==> config.mk <==
export PLATFORM = sky130hd
export DESIGN_NAME = graph_shortest_path_matrix
export DESIGN_NICKNAME = d
export VERILOG_FILES = /design/src/rtl/gspm_pkg.sv /design/src/rtl/gspm_adj_store.sv /design/src/rtl/gspm_frontier_unit.sv /design/src/rtl/graph_shortest_path_matrix.sv
export SDC_FILE = /design/constraint.sdc
export NUM_CORES = 1
export LEC_CHECK = 0
export BUFFER_PORTS_ARGS = -buffer_cell sky130_fd_sc_hd__clkbuf_2
export CORE_ASPECT_RATIO = 1.5
export CORE_UTILIZATION = 55
export CTS_BUF_LIST = sky130_fd_sc_hd__clkbuf_2
export DETAILED_ROUTE_END_ITERATION = 10
export GPL_ROUTABILITY_DRIVEN = 0
export PLACE_DENSITY = 0.74
export SETUP_SLACK_MARGIN = 0.02
export SLEW_MARGIN = 20
export SYNTH_ARGS = -nofsm -noshare
export SYNTH_HDL_FRONTEND = slang
export SYNTH_SLANG_ARGS = --single-unit
==> constraint.sdc <==
create_clock -name clock -period 2.8 [get_ports clock]
set_input_delay 0.28 -clock clock [delete_from_list [all_inputs] [get_ports clock]]
set_output_delay 0.28 -clock clock [all_outputs]
set_load 0.05 [all_outputs]
==> src/rtl/gspm_pkg.sv <==
package gspm_pkg;

   localparam int MAX_VERTICES = 16;
   localparam int VIDX_W       = 4;   // vertex index field width
   localparam int VCNT_W       = 5;   // vertex_count register width
   localparam int LEN_W        = 4;   // path_length field width
   localparam int REQ_TDATA_W  = 16;  // 10 payload bits, padded to bytes
   localparam int RSP_TDATA_W  = 8;   // 7 payload bits, padded to bytes

   localparam logic [VCNT_W-1:0] VCNT_RESET = VCNT_W'(16);
   localparam logic [VCNT_W-1:0] VCNT_MAX   = VCNT_W'(MAX_VERTICES);

   typedef logic [MAX_VERTICES-1:0] row_type;
   typedef logic [VIDX_W-1:0]       vidx_type;

   typedef enum logic [1:0] {
      OP_INSERT = 2'd0,
      OP_REMOVE = 2'd1,
      OP_QUERY  = 2'd2,
      OP_SEARCH = 2'd3
   } op_type;

   // edge edit into the adjacency store
   typedef struct packed {
      logic     en;
      logic     set;
      vidx_type a;
      vidx_type b;
   } adj_edit_type;

   // frontier unit command
   typedef struct packed {
      logic     load;    // frontier <= row
      logic     accum;   // acc |= row when tap is in frontier
      logic     commit;  // frontier <= acc including this row
      vidx_type tap;
      vidx_type dst;
   } fu_cmd_type;

   // bits below n set
   function automatic row_type vertex_mask(input logic [VCNT_W-1:0] n);
      row_type m;
      for (int i = 0; i < MAX_VERTICES; i++) begin
         m[i] = (VCNT_W'(i) < n);
      end
      return m;
   endfunction

endpackage

==> src/rtl/gspm_adj_store.sv <==
module gspm_adj_store
   import gspm_pkg::*;
(
   input  logic         clock,
   input  logic         reset,
   input  adj_edit_type edit,
   input  vidx_type     rd_addr,
   output row_type      rd_row
);

   row_type rows_ff [MAX_VERTICES];

   // both symmetric bits in the same cycle; a self loop hits the same bit twice
   always_ff @(posedge clock) begin
      if (reset) begin
         for (int i = 0; i < MAX_VERTICES; i++) begin
            rows_ff[i] <= '0;
         end
      end else if (edit.en) begin
         rows_ff[edit.a][edit.b] <= edit.set;
         rows_ff[edit.b][edit.a] <= edit.set;
      end
   end

   assign rd_row = rows_ff[rd_addr];

endmodule

==> src/rtl/gspm_frontier_unit.sv <==
module gspm_frontier_unit
   import gspm_pkg::*;
(
   input  logic       clock,
   input  fu_cmd_type cmd,
   input  row_type    row,
   input  row_type    mask,
   output logic       hit
);

   row_type frontier_ff;
   row_type acc_ff;
   row_type masked;
   row_type acc_in;

   assign masked = row & mask;
   assign acc_in = frontier_ff[cmd.tap] ? (acc_ff | masked) : acc_ff;

   always_ff @(posedge clock) begin
      if (cmd.load) begin
         frontier_ff <= masked;
         acc_ff      <= '0;
      end else if (cmd.commit) begin
         frontier_ff <= acc_in;
         acc_ff      <= '0;
      end else if (cmd.accum) begin
         acc_ff <= acc_in;
      end
   end

   assign hit = frontier_ff[cmd.dst];

endmodule

==> src/rtl/graph_shortest_path_matrix.sv <==
// Undirected graph held as a 16 x 16 adjacency bit matrix, with a
// shortest-path search over it.
//
// req_*: one item per accepted beat: operation (insert edge, remove edge,
//   query edge, shortest path) and two vertex indices.
// rsp_*: exactly one result item per request: edge_present, path_length,
//   path_found and indices_valid.
// csr_*: vertex_count write; change it only while the block is idle.
//
// One item is in work at a time; req_tready is high only when the sequencer
// is idle. Edit and query items go through EXEC and then DONE, which loads the
// result. A path search scans the frontier one adjacency row per cycle through
// a shared OR accumulator: each level is a CHECK of the destination followed
// by a scan of the n live rows (n = effective vertex count).
// The result sits in an output register; the next item is taken while it
// waits. A finished result that cannot be loaded because rsp is stalled
// holds the sequencer until rsp_tready frees the register.
// Reset (synchronous) clears all edges, sets vertex_count to 16 and empties
// the output register.
module graph_shortest_path_matrix
   import gspm_pkg::*;
(
   input  logic                   clock,
   input  logic                   reset,
   input  logic                   req_tvalid,
   output logic                   req_tready,
   // [1:0] operation, [5:2] src_vertex, [9:6] dst_vertex, [15:10] zero
   input  logic [REQ_TDATA_W-1:0] req_tdata,
   output logic                   rsp_tvalid,
   input  logic                   rsp_tready,
   // [0] edge_present, [4:1] path_length, [5] path_found, [6] indices_valid, [7] zero
   output logic [RSP_TDATA_W-1:0] rsp_tdata,
   input  logic                   csr_wr_en,
   input  logic [VCNT_W-1:0]      csr_wr_data
);

   typedef enum logic [2:0] {
      ST_IDLE,
      ST_EXEC,
      ST_CHECK,
      ST_SCAN,
      ST_DONE
   } state_type;

   state_type                 state_ff;
   logic [VCNT_W-1:0]         count_ff;
   op_type                    op_ff;
   vidx_type                  src_ff;
   vidx_type                  dst_ff;
   logic                      valid_ff;
   logic [LEN_W-1:0]          k_ff;
   vidx_type                  v_ff;
   logic                      res_present_ff;
   logic [LEN_W-1:0]          res_len_ff;
   logic                      res_found_ff;
   logic                      rsp_valid_ff;
   logic [RSP_TDATA_W-1:0]    rsp_data_ff;

   logic [VCNT_W-1:0]         n_eff;
   logic [VCNT_W-1:0]         n_last;
   row_type                   mask;
   logic                      req_acc;
   logic                      valid_in;
   logic                      out_free;
   vidx_type                  rd_addr;
   row_type                   rd_row;
   adj_edit_type              edit;
   fu_cmd_type                fu_cmd;
   logic                      hit;

   // counts above the matrix size clamp to it
   assign n_eff  = (count_ff > VCNT_MAX) ? VCNT_MAX : count_ff;
   assign n_last = n_eff - VCNT_W'(1);
   assign mask   = vertex_mask(n_eff);

   assign req_tready = (state_ff == ST_IDLE);
   assign req_acc    = req_tvalid && req_tready;
   assign valid_in   = ({1'b0, req_tdata[5:2]} < n_eff) && ({1'b0, req_tdata[9:6]} < n_eff);
   assign out_free   = !rsp_valid_ff || rsp_tready;

   // one row read per cycle: source row while executing, frontier tap while scanning
   assign rd_addr = (state_ff == ST_SCAN) ? v_ff : src_ff;

   always_comb begin
      edit     = '0;
      edit.set = (op_ff == OP_INSERT);
      edit.a   = src_ff;
      edit.b   = dst_ff;
      if (state_ff == ST_EXEC && valid_ff &&
          (op_ff == OP_INSERT || op_ff == OP_REMOVE)) begin
         edit.en = 1'b1;
      end
   end

   always_comb begin
      fu_cmd     = '0;
      fu_cmd.tap = v_ff;
      fu_cmd.dst = dst_ff;
      case (state_ff)
         ST_EXEC: begin
            fu_cmd.load = (op_ff == OP_SEARCH);
         end
         ST_SCAN: begin
            fu_cmd.commit = ({1'b0, v_ff} == n_last);
            fu_cmd.accum  = ({1'b0, v_ff} != n_last);
         end
         default: begin
         end
      endcase
   end

   gspm_adj_store u_adj (
      .clock   (clock),
      .reset   (reset),
      .edit    (edit),
      .rd_addr (rd_addr),
      .rd_row  (rd_row)
   );

   gspm_frontier_unit u_fu (
      .clock (clock),
      .cmd   (fu_cmd),
      .row   (rd_row),
      .mask  (mask),
      .hit   (hit)
   );

   always_ff @(posedge clock) begin
      if (reset) begin
         count_ff <= VCNT_RESET;
      end else if (csr_wr_en) begin
         count_ff <= csr_wr_data;
      end
   end

   // sequencer and result registers
   always_ff @(posedge clock) begin
      if (reset) begin
         state_ff     <= ST_IDLE;
         rsp_valid_ff <= 1'b0;
      end else begin
         // ST_DONE reloads the output register itself
         if (rsp_valid_ff && rsp_tready && state_ff != ST_DONE) begin
            rsp_valid_ff <= 1'b0;
         end
         case (state_ff)
            ST_IDLE: begin
               if (req_acc) begin
                  op_ff    <= op_type'(req_tdata[1:0]);
                  src_ff   <= req_tdata[5:2];
                  dst_ff   <= req_tdata[9:6];
                  valid_ff <= valid_in;
                  state_ff <= ST_EXEC;
               end
            end
            ST_EXEC: begin
               res_present_ff <= (op_ff == OP_QUERY) && valid_ff && rd_row[dst_ff];
               res_len_ff     <= '0;
               // same vertex: trivial path of length 0
               res_found_ff   <= (op_ff == OP_SEARCH) && valid_ff && (src_ff == dst_ff);
               if (op_ff == OP_SEARCH && valid_ff && src_ff != dst_ff) begin
                  k_ff     <= LEN_W'(1);
                  state_ff <= ST_CHECK;
               end else begin
                  state_ff <= ST_DONE;
               end
            end
            ST_CHECK: begin
               if (hit) begin
                  res_found_ff <= 1'b1;
                  res_len_ff   <= k_ff;
                  state_ff     <= ST_DONE;
               end else if ({1'b0, k_ff} == n_last) begin
                  state_ff <= ST_DONE;   // destination not reached at the last level
               end else begin
                  v_ff     <= '0;
                  state_ff <= ST_SCAN;
               end
            end
            ST_SCAN: begin
               if ({1'b0, v_ff} == n_last) begin
                  k_ff     <= k_ff + LEN_W'(1);
                  state_ff <= ST_CHECK;
               end else begin
                  v_ff <= v_ff + VIDX_W'(1);
               end
            end
            ST_DONE: begin
               if (out_free) begin
                  rsp_valid_ff <= 1'b1;
                  rsp_data_ff  <= {1'b0, valid_ff, res_found_ff, res_len_ff, res_present_ff};
                  state_ff     <= ST_IDLE;
               end
            end
            default: begin
               state_ff <= ST_IDLE;
            end
         endcase
      end
   end

   assign rsp_tvalid = rsp_valid_ff;
   assign rsp_tdata  = rsp_data_ff;

endmodule

==> results.txt <==
CP Depth -> 6
Via density -> 6.44
Initial antenna violation count -> 2
IO Pins -> 36
Core area -> 32700 um^2
FF-to-FF Start -> u_fu.frontier_ff[7]
# DRC -> 0
Register-to-Register Setup Slack -> -10 ps
CTS Buf Count -> 79
Fraction of layout cells with a size suffix above 1 -> 21.5%
Netlist cell types -> 72
Fmax achieved -> 0.356 GHz
First-pass GRT wire length -> 88400 um
Total wire length -> 60400 um
RSZ-0062 raised after global routing -> true
Max FO, Critical Path -> 4
Failing checks -> negative setup slack
Post-Syn Area -> 18400 um^2
Maximum vdd drop -> 0.000226 V
CTS tree -> done
Post-synth EDFFs -> 304
Worst R2R Path Depth -> 6
CP Buf/Inv Count -> 1
Ys flop type -> edfxtp_1
Critical Setup Path Class -> register to register
Largest net degree at the start of global routing -> 127
Most used cell, CP -> mux4_2
Net Count, Synth -> 1828
Final setup viols -> 4
Worst-Margin Slew -> 1060 ps
Final Hold Viols -> 0
CP max stage delay -> 610 ps
Crit path max-delay family -> multiplexers
Clock-pin slew on the worst setup and hold paths -> 120 ps
Max-cap check violation count -> 0
Routed Antenna Nets -> 0
Min cycle time layout -> 2810 ps
TritonRoute pass-1 iters -> 6
Max-slew headroom -> 29.3%
Worst Clk Skew -> 101 ps
Switching fraction of total power -> 27.8%
First DRT Iteration DRCs -> 2070
Worst EP arrival -> 3480 ps
Critical path endpoint category -> register
Die Wd -> 151 um
Status -> finished with violations
CP Capture Point -> v_ff[2]
Skew-Pair Late Insertion Delay -> 1020 ps
Total gr overflow -> 0
Switching pwr -> 2.82 mW
IO buf count -> 28
Flop pwr share -> 55.3%
CP startpoint kind -> register
Vias in the first global route -> 15200
Synth Register Bits -> 329
Warnings, synthesis -> 0
Clk sinks -> 329
CP Launch Point -> u_fu.frontier_ff[7]
CP Data Required Time -> 3470 ps
Row cnt -> 81
Final-report max-slew violation count -> 0
Slowest cell on crit path -> mux4_2
Final Core Density -> 65.8%
Hpwl dp -> 39400 um
Register area share after synthesis -> 52.4%
Post-synthesis cell count -> 1792
Routed length per instance -> 24.7 um
Post-Place Cells -> 2259
Comb pwr share -> 12.1%
Period utilization -> 100%
Most frequent cells in the layout -> 304 x nor2_1, 304 x edfxtp_1, 248 x nand2b_1, 171 x buf_4, 143 x clkbuf_2
Area Growth Syn to Fin -> 17.2%
Root buffer cell -> clkbuf_2
Initial Util -> 56.1%
Die Area -> 34100 um^2
Synth async-reset ratio -> 0%
Clock power share -> 32.6%
Final net count -> 2005
Final worst slack -> -11.1 ps
Leak -> 8.33 nW
GRT Total Usage -> 35.9%
H-tree depth -> 3
Total number of vias -> 15700
Post-route insts no fill -> 2446
Die height -> 226 um
Syn_area_per_cell -> 10.2 um^2
Reg2reg end -> v_ff[2]
HP Class -> input port to register
Pwr Density -> 470 nW/um^2
P_int -> 7.30 mW
Crit-path cells -> mux4_2 > mux4_2 > a41oi_2 > mux2i_1 > nor4_2 > buf_4
Maximum root-to-sink buffer count -> 3
[what timing repair did]
item	in CTS	in global routing
hold buffers	27	0
pin swaps	2	16
setup endpoints to repair	7	47
gates resized for setup	9	48
cloned	0	2
hold endpoints to repair	73	0
buffers inserted	0	16
[area by class of cell]
cell class	count	area, um^2
diodes	1	2.50
repair buffers	265	2400
clock inverters	26	154
clock buffers	116	581
inverters	27	101
multi-input cells	1267	8130
flip-flops and latches	329	9640
fillers	2470	11200
well taps	415	519
[cells in the mapped netlist, drive strengths merged, types with 24 or more instances]
cell type / instances / share of area, %
o22ai: 28 / 0.95
mux2i: 88 / 4.8
nor3: 32 / 1.1
nand2b: 248 / 8.5
nand3: 30 / 0.82
edfxtp: 304 / 50
nor2: 310 / 6.4
a211oi: 29 / 1.2
a21oi: 30 / 0.90
inv: 26 / 0.53
buf: 63 / 1.9
clkbuf: 106 / 2.2
dfxtp: 25 / 2.7
a22oi: 120 / 4.9
and3: 24 / 0.82
nand2: 102 / 2.1
[registers in the layout, summed over array words and instances, names as in the netlist, 2 cells and up]
register and cells:
count_ff 5, dst_ff 4, k_ff 4, op_ff 2, res_len_ff 4, rsp_tdata 7, src_ff 4, state_ff 3
u_adj.rows_ff 256, u_fu.acc_ff 16, u_fu.frontier_ff 16, v_ff 4
[power by group through the flow]
| stage | clock [mW] | sequential (mW) | combinational [mW] |
|---|---|---|---|
| global route | 3.52 | 5.61 | 1.29 |
| CTS | 3.31 | 5.59 | 1.13 |
| global placement | 0 | 5.69 | 1.06 |
| finish | 3.30 | 5.60 | 1.22 |
| detailed placement | 0 | 5.70 | 1.09 |
| floorplan | 0 | 5.65 | 0.680 |
[cell families after synthesis]
logic type / synth area share [%]
other: 0.0204
flip-flops: 52.4
XOR/XNOR: 0.763
AO/OA/AOI/OAI: 13.5
multiplexers: 6.29
adder cells (fa/ha/maj): 0.681
AND/OR/NAND/NOR: 21.7
buffers and inverters: 4.62
[stage by stage]
step           hold WS, ps  setup slack, ps  total power [mW]  instance area, um^2  TNS (ps)
2_1_floorplan          379             66.8              6.33                18400         0
3_3_place_gp           401            -36.5              6.76                20100     -36.5
3_5_place_dp           408             -116              6.79                20100      -238
4_1_cts               8.07             7.81              10.0                21100         0
5_1_grt               22.8            -74.0              10.4                21500      -207
6_report              31.4            -11.1              10.1                21500     -39.1
[worst min path at each step]
stage / from / depth (start not counted) / to
3_3_place_gp: res_found_ff / 0 / rsp_tdata[5]
5_1_grt: req_tdata[6] / 2 / dst_ff[0]
4_1_cts: req_tdata[7] / 2 / dst_ff[1]
2_1_floorplan: req_tdata[6] / 0 / dst_ff[0]
3_5_place_dp: res_len_ff[3] / 0 / rsp_tdata[4]
6_report: req_tdata[2] / 2 / src_ff[0]
[layer usage]
metal | wire length, um | up-vias | GRT usage [%]
li1 | - | 6880 | -
met1 | 19100 | 7457 | 38.4
met2 | 29300 | 1085 | 58.3
met3 | 6360 | 326 | 9.66
met4 | 5570 | 0 | 30.5
met5 | 0 | - | 0
(Power assumes the default switching activity.)
